**config.mk**
```make
export PLATFORM = sky130hd
export DESIGN_NAME = kvt_cell
export DESIGN_NICKNAME = d
export VERILOG_FILES = /design/src/rtl/kvt_pkg.sv /design/src/rtl/kvt_cell.sv
export SDC_FILE = /design/constraint.sdc
export NUM_CORES = 1
export LEC_CHECK = 0
export BUFFER_PORTS_ARGS = -buffer_cell sky130_fd_sc_hd__buf_2
export CAP_MARGIN = 20
export CORE_AREA = 3 3 100 102
export DETAILED_ROUTE_END_ITERATION = 8
export DIE_AREA = 0 0 103 105
export PLACE_DENSITY = 0.74
export SLEW_MARGIN = 0
export SYNTH_ARGS = -nofsm -noshare
export SYNTH_HDL_FRONTEND = slang
export SYNTH_SLANG_ARGS = --single-unit
```
**constraint.sdc**
```tcl
create_clock -name clk -period 4.5 [get_ports clk]
set_clock_uncertainty 0.2 [all_clocks]
set_input_delay 0.9 -clock clk [delete_from_list [all_inputs] [get_ports clk]]
set_output_delay 0.9 -clock clk [all_outputs]
set_load 0.02 [all_outputs]
```
**src/rtl/kvt_pkg.sv**
```systemverilog
// kvt_pkg: shared constants, codes and types of the key/value table
`timescale 1ns / 1ps
`default_nettype none
package kvt_pkg;

  // fixed field widths on the streaming ports
  localparam int OPCODE_W      = 2;
  localparam int KEY_FIELD_W   = 32;
  localparam int VALUE_FIELD_W = 32;
  localparam int STATUS_W      = 3;
  localparam int COUNT_FIELD_W = 7;
  localparam int IN_TDATA_W    = 64;
  localparam int OUT_TDATA_W   = 40;

  // parameter defaults
  localparam int CAPACITY_DEF   = 64;
  localparam int KEY_BITS_DEF   = 32;
  localparam int VALUE_BITS_DEF = 32;

  // request opcodes
  localparam logic [OPCODE_W-1:0] OP_INSERT = 2'd0;
  localparam logic [OPCODE_W-1:0] OP_LOOKUP = 2'd1;
  localparam logic [OPCODE_W-1:0] OP_REMOVE = 2'd2;

  // result status codes
  localparam logic [STATUS_W-1:0] ST_APPENDED  = 3'd0;
  localparam logic [STATUS_W-1:0] ST_UPDATED   = 3'd1;
  localparam logic [STATUS_W-1:0] ST_FULL      = 3'd2;
  localparam logic [STATUS_W-1:0] ST_FOUND     = 3'd3;
  localparam logic [STATUS_W-1:0] ST_NOT_FOUND = 3'd4;
  localparam logic [STATUS_W-1:0] ST_REMOVED   = 3'd5;

  typedef enum logic {
    S_IDLE,
    S_EXEC
  } state_t;

  // per-cell write controls for one execute cycle
  typedef struct packed {
    logic shift;     // take the upper neighbor's entry
    logic load_key;  // write a new key and value
    logic load_val;  // overwrite the value only
  } cell_ctl_t;

endpackage : kvt_pkg
`default_nettype wire

```
**src/rtl/kvt_cell.sv**
```systemverilog
// kvt_cell: one table slot with its key compare and neighbor shift path
`timescale 1ns / 1ps
`default_nettype none
module kvt_cell #(
  parameter int KEY_BITS   = kvt_pkg::KEY_BITS_DEF,
  parameter int VALUE_BITS = kvt_pkg::VALUE_BITS_DEF
) (
  input  wire logic                  clk,
  input  wire logic                  rst_n,
  input  wire logic                  cmp_en,
  input  wire logic                  live,
  input  wire logic [KEY_BITS-1:0]   cmp_key,
  input  wire kvt_pkg::cell_ctl_t    ctl,
  input  wire logic [KEY_BITS-1:0]   wr_key,
  input  wire logic [VALUE_BITS-1:0] wr_val,
  input  wire logic [KEY_BITS-1:0]   nb_key,
  input  wire logic [VALUE_BITS-1:0] nb_val,
  output logic [KEY_BITS-1:0]        key_q,
  output logic [VALUE_BITS-1:0]      val_q,
  output logic                       hit,
  output logic [VALUE_BITS-1:0]      hit_val
);
  import kvt_pkg::*;

  logic [KEY_BITS-1:0]   key_r;
  logic [VALUE_BITS-1:0] val_r;
  logic                  hit_r;

  always_ff @(posedge clk) begin
    if (!rst_n) begin
      hit_r <= 1'b0;
    end else if (cmp_en) begin
      hit_r <= live && (key_r == cmp_key);
    end
  end

  always_ff @(posedge clk) begin
    if (ctl.shift) begin
      key_r <= nb_key;
      val_r <= nb_val;
    end else if (ctl.load_key) begin
      key_r <= wr_key;
      val_r <= wr_val;
    end else if (ctl.load_val) begin
      val_r <= wr_val;
    end
  end

  assign key_q   = key_r;
  assign val_q   = val_r;
  assign hit     = hit_r;
  assign hit_val = hit_r ? val_r : '0;

endmodule : kvt_cell
`default_nettype wire

```
# Word level (Yosys, flattened, before mapping)
# Cells that the tools add are included.
# Widths: inputs -> output; s select.
word_totals:
  register_bits: 65
  wordCells: 13
  output_inout_bits: 97
  inputBits: 167
op_classes:
  eq_ne: 1
  mux: 6
  n_reduce_logical: 3
op_table:
  columns: ["operator", "count"]
  rows:
  - ["$mux 32", 6]
  - ["$eq 32x32->1", 1]
  - ["$reduce_bool 3->1", 1]
  - ["$reduce_bool 2->1", 1]
  - ["$logic_and 1x1->1", 1]

# Depth between registers and ports, before layout
# Gate-level depths: netlist of run 1.
logic_depth:
  ltp_word: 3
  ltp_mapped: 5
  mapped_depth_nobuf: 5

# Worst setup path after synthesis of run 1
# OpenSTA, ideal clock, no wires.
synth_timing:
  path_type: "input to register"
  from: "input ctl[2] (netlist name)"
  to: "register val_r[0] (netlist: val_q[0]) (enable)"
  n_path_buf: 1
  setup_ps: 414
  required_time_ps: 3886
  arrival_ps: 1830
  stages: 2
  path_slack_ps: 2057
  path_cell_list: "buf_4 -> or3_1"
synth_via:
  elab_chain_cells: 1
synth_rtl:
  columns: ["element", "line_no", "rtl"]
  rows:
  - ["start, declared", "kvt_cell.sv:13", "input wire kvt_pkg::cell_ctl_t ctl,"]
  - ["$reduce_bool 3->1 (no source line)", null, null]
  - ["end signal, assigned", "kvt_cell.sv:40", "val_r <= nb_val;"]
  - ["end signal, assigned", "kvt_cell.sv:43", "val_r <= wr_val;"]
  - ["end signal, assigned", "kvt_cell.sv:45", "val_r <= wr_val;"]
  - ["end, declared", "kvt_cell.sv:26", "logic [VALUE_BITS-1:0] val_r;"]
# Every way passes these cells.
# A chain may end at the register's enable or synchronous reset.

# Worst setup path after layout of run 1
layout_timing:
  from: "register hit_r (netlist: hit)"
  to: "output hit_val[0]"
layout_via:
  elab_chain_cells: 1
layout_rtl:
  columns: ["element", "line_no", "rtl"]
  rows:
  - ["start, declared", "kvt_cell.sv:27", "logic hit_r;"]
  - ["start signal, assigned", "kvt_cell.sv:33", "hit_r <= live && (key_r == cmp_key);"]
  - ["$mux 32", "kvt_cell.sv:52", "assign hit_val = hit_r ? val_r : '0;"]
  - ["end, declared", "kvt_cell.sv:21", "output logic [VALUE_BITS-1:0] hit_val"]
# Every way passes these cells.

==> results of run 1 <==
==> state kept, by name (all words and copies together), names as in the netlist <==
register / cells
key_q: 32
val_q: 32
hit: 1
==> synth_stat cells (2+ instances only) <==
cell type / number
edfxtp_1: 64
xnor2_1: 29
and2_1: 32
nand4_1: 8
xor2_1: 3
clkbuf_1: 3
nor4_1: 2
mux2_2: 64
buf_2: 2
buf_6: 4
==> metrics by stage <==
stage                     setup WS (ps)  std cells   util  hold WS (ps)
after CTS                          1760        601  0.533           535
final                              1810        601  0.533           532
after global routing               1650        601  0.533           583
after detailed placement           1620        585  0.512           517
after global placement             1700        585  0.512           499
after floorplan                    2060        219      -           547
==> power breakdown <==
group | leakage, nW | internal, mW | total (mW) | switching [mW]
clock | 0.0856 | 0.255 | 0.481 | 0.225
sequential | 0.667 | 0.742 | 0.783 | 0.0412
combinational | 1.54 | 0.162 | 0.339 | 0.176
total | 2.29 | 1.16 | 1.60 | 0.443
==> worst register-to-register path, cell delays in order, from the launching register on <==
cell      delay [ps]
edfxtp_1         420
xnor2_1          220
nand4_1          160
nor4_1           420
nand3_1          130
nand2_1           80
==> area by class of cell <==
cell class / count / area (um2)
multi-input cells: 144 / 1300
repair buffers: 265 / 1330
clock buffers: 11 / 131
clock inverters: 5 / 57.6
fillers: 804 / 4300
flip-flops and latches: 65 / 1940
well taps: 111 / 139
==> cell families (layout without fill, tap and decap cells) <==
group | after synthesis | after routing | share of synthesized area
xor+xnor | 32 | 32 | 0.0846
buf+inv | 10 | 281 | 0.0223
flops | 65 | 65 | 0.586
mux | 64 | 64 | 0.218
simple gates | 48 | 48 | 0.0895
==> metal layers <==
layer / routed length [um] / up-vias
li1: - / 1341
met1: 3590 / 1281
met2: 5310 / 162
met3: 814 / 12
met4: 136 / 0
met5: 0 / -
==> worst paths after layout <==
check                           to  cells past startpoint
hold / removal    hit$_SDFFE_PN0P_                      4
setup reg to reg  hit$_SDFFE_PN0P_                      5
hold reg to reg   hit$_SDFFE_PN0P_                      4
setup / recovery        hit_val[0]                      2
==> run_results.csv, run 1 <==
group,metric,value,unit
run,maxCapViolCount,0,
setup_path,worstPathMaxFanout,34,
logic_synthesis,synth_seq_cells,65,
clock_tree,cts.sinks,65,
logic_synthesis,syn_inst,219,
setup_path,r2r-start,"key_q[28]$_DFFE_PP_",
global_routing,met1_usage,0.183,
logic_synthesis,async_reset_ff_frac,0,
power,power,1.60,mW
setup_path,path_buf_inv,1,
setup_path,cp_cell_sequence,"and2_1 > buf_2",
routing,avgRoutedWirePerCell,16.4,um
setup_path,cpLargestDelayFamily,"flip-flops",
final_layout,diodes,0,
clock_tree,cts_setup_buffers,0,
logic_synthesis,ys_seq_area_frac,0.586,
clock_tree,hold_buffers,0,
hold_path,min_path_type,"reg -> reg",
global_routing,busiest_layer,"met2",
floorplan,dieWidth,103,um
logic_synthesis,syn-num-nets,386,
logic_synthesis,netlist-cell-type-count,18,
final_layout,layout-drive-gt1-share,0.702,
power,p_leak,2.29,nW
logic_synthesis,synth_top_area_cell,"edfxtp_1",
clock_tree,tritoncts,"done",
sta,rsz0062_at_grt,"no",
clock_tree,clockBufferDepth,2,
logic_synthesis,synth_flop_cell,"edfxtp_1",
final_layout,layout_common_cells,"buf_2 (263), mux2_2 (64), edfxtp_1 (64), and2_1 (32), xnor2_1 (29)",
power,cellPowerDensity,327,nW/um2
global_routing,grtUsageTotal,0.177,
routing,routed_wirelength,9850,um
setup_path,crit_start,"hit$_SDFFE_PN0P_",
setup_path,cp-start-kind,"flop",
global_routing,overflow,0,
setup_path,critical_path_class,"reg -> out",
run_status,outcome,"complete, no violations",
sta,hold_viol,0,
clock_tree,clock_latency,340,ps
routing,drc,0,
sta,period_minus_slack,2690,ps
routing,drtIter0Drc,59,
logic_synthesis,yosys_warnings,0,
clock_tree,ctsResizeCount,0,
setup_path,worstSetupEndpointType,"output pin",
placed_design,place_hpwl,8080,um
sta,fin_crit_sh,0.598,
setup_path,critPathRequiredTime,3400,ps
global_routing,grt_max_degree,35,
sta,maxSlewHeadroom,0.478,
floorplan,row_count,35,
hold_path,hold_start,"key_q[18]$_DFFE_PP_",
clock_tree,clockRootBuffer,"clkbuf_8",
routing,first_pass_iters,4,
logic_synthesis,netlist_area,3310,um2
floorplan,die_h,105,um
setup_path,max_stage_delay,820,ps
setup_path,cpMaxStageDelayCell,"dfxtp_1",
setup_path,cp.arrival,1590,ps
sta,fmax,372,MHz
sta,drv_slew,0,
logic_synthesis,synth_top_area_frac,0.580,
global_routing,grt_pass1_wl,14400,um
clock_tree,cts_buffers,9,
final_layout,nets,652,
global_routing,antenna_found_initial,0,
logic_synthesis,syn_area_per_cell,15.1,um2
floorplan,die_area,10800,um2
logic_synthesis,synth_area_leaders,"edfxtp_1 (58%), mux2_2 (22%), xnor2_1 (7.7%)",
final_layout,area_delta_synth_final,47.8,%
placed_design,gp_congestion,0.799,
floorplan,placeableCoreArea,9200,um2
sta,setup_tns,0,ps
routing,final_antenna_net_count,0,
final_layout,final_area,4900,um2
clock_tree,clk_pin_slew,80,ps
floorplan,initial_utilization,0.360,
final_layout,layout_commonest_cell,"buf_2",
placed_design,place_area,4710,um2
global_routing,met3_usage,0.0454,
floorplan,ios,264,
routing,viasPerCell,4.65,
sta,setup-violations-final,0,
sta,worstMarginPinSlew,783,ps
global_routing,grt_pass1_vias,2896,
clock_tree,cts_max_level,3,
power,peakVddDrop,0.000166,V
logic_synthesis,synth-edff-count,64,
global_routing,use_met2,0.334,
setup_path,r2r_slack,2830,ps
placed_design,portBuffers,263,
routing,vias,2796,
(Power assumes the default switching activity.)
==> run 2, diff against run 1 <==
--- a/config.mk
+++ b/config.mk
@@ -7,10 +7,10 @@
 export LEC_CHECK = 0
 export BUFFER_PORTS_ARGS = -buffer_cell sky130_fd_sc_hd__buf_2
 export CAP_MARGIN = 20
-export CORE_AREA = 3 3 100 102
+export CORE_MARGIN = 3
+export CORE_UTILIZATION = 36
 export DETAILED_ROUTE_END_ITERATION = 8
-export DIE_AREA = 0 0 103 105
-export PLACE_DENSITY = 0.74
+export PLACE_DENSITY = 0.78
 export SLEW_MARGIN = 0
 export SYNTH_ARGS = -nofsm -noshare
 export SYNTH_HDL_FRONTEND = slang
==> constraint.sdc (replaced) <==
create_clock -name clk -period 2.45 [get_ports clk]
set_clock_uncertainty 0.2 [all_clocks]
set_input_delay 0.49 -clock clk [delete_from_list [all_inputs] [get_ports clk]]
set_output_delay 0.49 -clock clk [all_outputs]
set_load 0.02 [all_outputs]
==> run 2 against run 1 <==
Sequential power up 83%. Combinational power up 86%. Core utilization grew 2.6 points. Sequential share of layout area shrank 0.36 points. Sequential cell count did not move. Wire length up 1.3%. Clock power up 89%. Critical path type unchanged.
==> run_results.csv, run 2 (synthesis results as in run 1) <==
group,metric,value,unit
power,clkPwrFrac,0.305,
run_status,outcome,"complete, no violations",
clock_tree,cts_max_level,3,
final_layout,layout_commonest_cell,"buf_2",
sta,maxSlewHeadroom,0.708,
final_layout,layout-drive-gt1-share,0.709,
floorplan,initial_utilization,0.374,
sta,worstMarginPinSlew,438,ps
power,peakVddDrop,0.000250,V
run,maxCapViolCount,0,
clock_tree,ctsResizeCount,0,
placed_design,portBuffers,263,
final_layout,layout_common_cells,"buf_2 (263), mux2_2 (64), edfxtp_1 (64), and2_1 (32), xnor2_1 (29)",
setup_path,cp.arrival,1250,ps
final_layout,nets,656,
clock_tree,cts_setup_buffers,0,
floorplan,die_h,102,um
power,combPwrFrac,0.212,
clock_tree,cts_buffers,9,
global_routing,grtUsageTotal,0.188,
final_layout,fillers,757,
power,seqPwrFrac,0.483,
global_routing,busiest_layer,"met2",
global_routing,use_met2,0.331,
sta,hold_viol,0,
setup_path,critical_path_class,"reg -> out",
power,power.switching,0.838,mW
final_layout,seq_area,1940,um2
routing,first_pass_iters,4,
routing,viasPerCell,4.65,
final_layout,area_delta_synth_final,49.2,%
global_routing,grt_pass1_vias,2880,
placed_design,place_area,4750,um2
sta,fin_crit_sh,0.793,
clock_tree,cts.sinks,65,
sta,rsz0062_at_grt,"no",
sta,fmax,515,MHz
hold_path,min_path_type,"in -> reg",
sta,drv_slew,0,
clock_tree,clockBufferDepth,2,
routing,drc,0,
power,sw_frac_of_total,0.282,
power,power,2.97,mW
floorplan,dieWidth,102,um
floorplan,row_count,34,
placed_design,place_hpwl,8080,um
clock_tree,clockRootBuffer,"clkbuf_8",
routing,drtIter0Drc,68,
routing,vias,2802,
global_routing,met3_usage,0.0464,
global_routing,grt_max_degree,36,
placed_design,gp_congestion,0.836,
setup_path,worstSetupEndpointType,"output pin",
clock_tree,hold_buffers,0,
global_routing,met1_usage,0.224,
routing,final_antenna_net_count,0,
sta,setup_tns,0,ps
routing,avgRoutedWirePerCell,16.6,um
floorplan,placeableCoreArea,8850,um2
final_layout,multi_input_area,1300,um2
sta,period_minus_slack,1940,ps
floorplan,die_area,10400,um2
clock_tree,clock_latency,340,ps
setup_path,cp-start-kind,"flop",
power,p_int,2.13,mW
sta,setup-violations-final,0,
floorplan,ios,264,
power,p_leak,2.32,nW
global_routing,antenna_found_initial,0,
global_routing,grt_pass1_wl,14600,um
global_routing,overflow,0,
power,cellPowerDensity,601,nW/um2
clock_tree,clk_pin_slew,70,ps
final_layout,diodes,0,
setup_path,worstPathMaxFanout,34,
clock_tree,tritoncts,"done",
routing,routed_wirelength,9990,um
setup_path,critPathRequiredTime,1760,ps
final_layout,final_area,4940,um2
## run 2: changes by cell type in the layout (fill, tap and decap cells not counted), sizes merged
| cell | before | now |
|---|---|---|
| buf | 265 | 269 |
| clkbuf | 11 | 9 |
| clkinv | 1 | 3 |
## run 2: final cells by class
class / instances / area share
Sequential cell: 65 / 0.393
Timing Repair Buffer: 269 / 0.278
Multi-Input combinational cell: 144 / 0.262
Tap cell: 108 / 0.0273
Clock buffer: 9 / 0.0251
Clock inverter: 7 / 0.0144
## run 2: worst max-delay path: stages (launching register included)
cell,delay [ps]
dfxtp_1,310
buf_4,260
and2_1,180
buf_2,160
## run 2: path summary, 6_finish.rpt
path	startpoint	depth (start not counted)	slack, ps	end
worst max register to register	key_q[17]$_DFFE_PP_	5	880	hit$_SDFFE_PN0P_
worst min-delay path	rst_n	3	210	hit$_SDFFE_PN0P_
worst max-delay path	hit$_SDFFE_PN0P_	3	510	hit_val[14]
worst min register to register	hit$_SDFFE_PN0P_	3	510	hit$_SDFFE_PN0P_
## run 2: power by group through the flow
stage                     registers [mW]  clock network (mW)  logic, mW
after floorplan                     1.60                   0      0.197
after global placement              1.46                   0      0.622
after detailed placement            1.46                   0      0.634
after CTS                           1.44               0.928      0.637
after global routing                1.45               0.988      0.679
final                               1.43               0.907      0.630
## run 2: per-stage QoR
stage          utilization  std cells  worst slack, ps  hold slack, ps
4_1_cts              0.559        602              479             185
6_report             0.559        602              507             208
3_3_place_gp         0.537        586              615             488
3_5_place_dp         0.537        586              591             505
5_1_grt              0.559        602              413             208
2_1_floorplan            -        219              417             422
## run 2: routing by layer
metal  up-vias  routed length [um]
li1       1352                   -
met1      1311                3850
met2       126                5310
met3        13                 648
met4         0                 170
met5         -                   0
==> run 3, diff against run 2 <==
--- a/config.mk
+++ b/config.mk
@@ -5,12 +5,13 @@
 export SDC_FILE = /design/constraint.sdc
 export NUM_CORES = 1
 export LEC_CHECK = 0
+export ABC_AREA = 1
 export BUFFER_PORTS_ARGS = -buffer_cell sky130_fd_sc_hd__buf_2
 export CAP_MARGIN = 20
 export CORE_MARGIN = 3
-export CORE_UTILIZATION = 36
+export CORE_UTILIZATION = 37
 export DETAILED_ROUTE_END_ITERATION = 8
-export PLACE_DENSITY = 0.78
+export PLACE_DENSITY = 0.77
 export SLEW_MARGIN = 0
 export SYNTH_ARGS = -nofsm -noshare
 export SYNTH_HDL_FRONTEND = slang
==> constraint.sdc (replaced) <==
create_clock -name clk -period 1.6 [get_ports clk]
set_clock_uncertainty 0.2 [all_clocks]
set_input_delay 0.32 -clock clk [delete_from_list [all_inputs] [get_ports clk]]
set_output_delay 0.32 -clock clk [all_outputs]
set_load 0.02 [all_outputs]
==> run 3 against run 2 <==
The flow now finishes with violations (negative setup slack). Via count up 38%. Total power is 52% higher. Non-clock buffer count up 4. Wire length up 21%. Register-to-register slack worse by 740 ps. Hold slack worse by 150 ps. Die area rose by 4.8%. Sequential cell count unchanged. Count of clock-buffer cells in the layout increased by 2. Final cell count up 46%. Worst setup slack worse by 590 ps. Critical path type unchanged. Largest power group unchanged. Highest routed layer unchanged.
==> run_results.csv, run 3 <==
group,metric,value,unit
floorplan,ios,264,
setup_path,worstSetupEndpointType,"output pin",
run_status,violations,"negative setup slack",
setup_path,reg2regPathDepth,9,
hold_path,min_delay_worst_endpoint,"key_q[8]$_DFFE_PP_",
floorplan,row_count,35,
final_layout,layout_common_cells,"nand2_1 (270), buf_2 (230), edfxtp_1 (64), inv_1 (52), buf_6 (32)",
final_layout,diodes,0,
sta,fmax,593,MHz
setup_path,path_buf_inv,3,
global_routing,grt_pass1_wl,18400,um
final_layout,area_delta_synth_final,56.2,%
sta,drv_slew,0,
routing,avgRoutedWirePerCell,13.7,um
power,cellPowerDensity,806,nW/um2
sta,hold_slack,54.1,ps
run_status,outcome,"finished with violations",
final_layout,nets,911,
setup_path,cpLargestDelayFamily,"flip-flops",
global_routing,grt_max_degree,37,
floorplan,die_h,104,um
routing,routed_wirelength,12000,um
logic_synthesis,async_reset_ff_frac,0,
placed_design,gp_congestion,0.908,
hold_path,min_path_type,"in -> reg",
setup_path,cp.arrival,1170,ps
floorplan,initial_utilization,0.384,
logic_synthesis,synth_flop_cell,"edfxtp_1",
clock_tree,clk_pin_slew,80,ps
setup_path,cp_cell_sequence,"clkbuf_16 > nand2_2 > inv_2 > buf_6",
routing,viasPerCell,4.40,
logic_synthesis,synth-edff-count,64,
clock_tree,cts_max_level,3,
logic_synthesis,syn-num-nets,644,
sta,rsz0062_at_grt,"yes",
logic_synthesis,ys_seq_area_frac,0.542,
logic_synthesis,synth_top_area_cell,"edfxtp_1",
run,maxCapViolCount,0,
global_routing,grt_pass1_vias,3914,
routing,first_pass_iters,5,
clock_tree,cts_buffers,9,
setup_path,r2r_slack,140,ps
logic_synthesis,yosysMostFrequentCell,"nand2_1",
logic_synthesis,netlist-cell-type-count,17,
power,peakVddDrop,0.000369,V
sta,hold_viol,0,
sta,setup-violations-final,33,
logic_synthesis,syn_inst,477,
final_layout,layout-drive-gt1-share,0.425,
global_routing,antenna_found_initial,0,
logic_synthesis,syn_area_per_cell,7.51,um2
hold_path,min_delay_path_depth,3,
routing,vias,3865,
power,power,4.51,mW
logic_synthesis,synthTopCellsByCount,"nand2_1 (280), inv_1 (72), edfxtp_1 (64)",
sta,maxSlewHeadroom,0.713,
hold_path,hold_start,"wr_key[8]",
floorplan,placeableCoreArea,9330,um2
final_layout,layout_commonest_cell,"nand2_1",
logic_synthesis,netlist_area,3580,um2
clock_tree,clock_latency,330,ps
logic_synthesis,synth_seq_cells,65,
power,p_leak,3.29,nW
placed_design,place_hpwl,9040,um
floorplan,dieWidth,104,um
routing,drc,0,
sta,period_minus_slack,1690,ps
setup_path,max_stage_delay,410,ps
routing,drtIter0Drc,231,
setup_path,critPathRequiredTime,1080,ps
setup_path,r2r-end,"hit$_SDFFE_PN0P_",
global_routing,overflow,0,
global_routing,grtUsageTotal,0.212,
clock_tree,cts.sinks,65,
setup_path,cpMaxStageDelayCell,"dfxtp_4",
floorplan,die_area,10900,um2
routing,final_antenna_net_count,0,
placed_design,portBuffers,263,
logic_synthesis,synth_area_leaders,"edfxtp_1 (54%), nand2_1 (29%), inv_1 (7.5%)",
setup_path,critical_path_class,"reg -> out",
clock_tree,clockBufferDepth,2,
setup_path,worstPathMaxFanout,8,
setup_path,cp-start-kind,"flop",
sta,fin_crit_sh,1.05,
logic_synthesis,synth_top_area_frac,0.537,
setup_path,r2r-start,"key_q[28]$_DFFE_PP_",
logic_synthesis,yosys_warnings,0,
sta,setup_slack,-86.1,ps
clock_tree,clockRootBuffer,"clkbuf_8",
sta,worstMarginPinSlew,430,ps
clock_tree,tritoncts,"done",
run 3: cell count changes in the layout (fill, tap and decap cells not counted), sizes merged, moves of 2 or more:
cell	before	now
xnor2	29	8
clkinvlp	3	0
and2	32	0
nor4	2	0
inv	0	73
buf	269	271
nor2	0	19
nand2	1	280
clkbuf	9	12
nand3	1	3
nand4	8	4
mux2	64	0
run 3: what timing repair did:
item / 4_1_cts / 5_1_grt
gates cloned: 1 / 1
setup endpoints to repair: 33 / 33
hold endpoints to repair: 1 / 0
gates resized for setup: 69 / 36
setup buffers: 0 / 1
hold buffers: 1 / 0
run 3: through the flow:
| step | instances | util | instance area (um2) | setup TNS, ps | worst slack, ps |
|---|---|---|---|---|---|
| after floorplan | 477 | - | 3590 | 0 | 25.2 |
| after global placement | 858 | 0.543 | 5070 | 0 | 15.7 |
| after detailed placement | 858 | 0.543 | 5070 | -177 | -7.74 |
| after CTS | 876 | 0.589 | 5490 | -2090 | -97.2 |
| after global routing | 878 | 0.600 | 5590 | -4080 | -143 |
| final | 878 | 0.600 | 5590 | -1710 | -86.1 |
run 3: layout make-up:
class,instances,area (um2)
clock buffer,11,131
clock inverter,5,46.3
fill,855,3730
inverter,73,274
multi-input combinational,322,1340
sequential,65,1950
tap,129,161
timing repair buffer,273,1690
run 3: per-layer routing:
| layer | routed length, um | part of all wire | up-vias | GRT usage |
|---|---|---|---|---|
| met1 | 4460 | 0.37 | 1693 | 0.218 |
| met4 | 197 | 0.016 | 0 | 0.0807 |
| met2 | 6460 | 0.54 | 191 | 0.405 |
| li1 | - | - | 1963 | - |
| met5 | 0 | 0 | - | 0 |
| met3 | 929 | 0.077 | 18 | 0.0534 |
run 3: power by group:
part	internal (mW)	switching, mW	leakage, nW
Combinational	0.406	0.610	2.52
Sequential	2.09	0.135	0.677
Clock	0.703	0.567	0.0898
run 3: kinds of logic after synthesis:
group | share of synthesized area
buffers and inverters | 0.0982
and+or+nand+nor | 0.329
xor gates and xnor gates | 0.0245
DFF | 0.542
AOI/OAI and AO/OA | 0.00559
run 3: worst reg2reg max path: stages, from the launching register on:
cell and delay (ps):
edfxtp_1 420, nor2_1 130, nor2_1 60, nor2_1 90
nand2_1 70, nor2_1 100, nand2_1 70, nor2_1 90
nand2_1 70, a21oi_2 100
run 3: worst max path at each step:
| stage | start | endpoint | slack, ps | cells after the start |
|---|---|---|---|---|
| after floorplan | ctl[2] | val_q[0]$_DFFE_PP_ | 30 | 2 |
| after global placement | ctl[2] | val_q[4]$_DFFE_PP_ | 20 | 3 |
| after detailed placement | ctl[2] | val_q[5]$_DFFE_PP_ | -8 | 3 |
| after CTS | hit$_SDFFE_PN0P_ | hit_val[23] | -100 | 4 |
| after global routing | hit$_SDFFE_PN0P_ | hit_val[25] | -140 | 4 |
| final | hit$_SDFFE_PN0P_ | hit_val[25] | -90 | 4 |
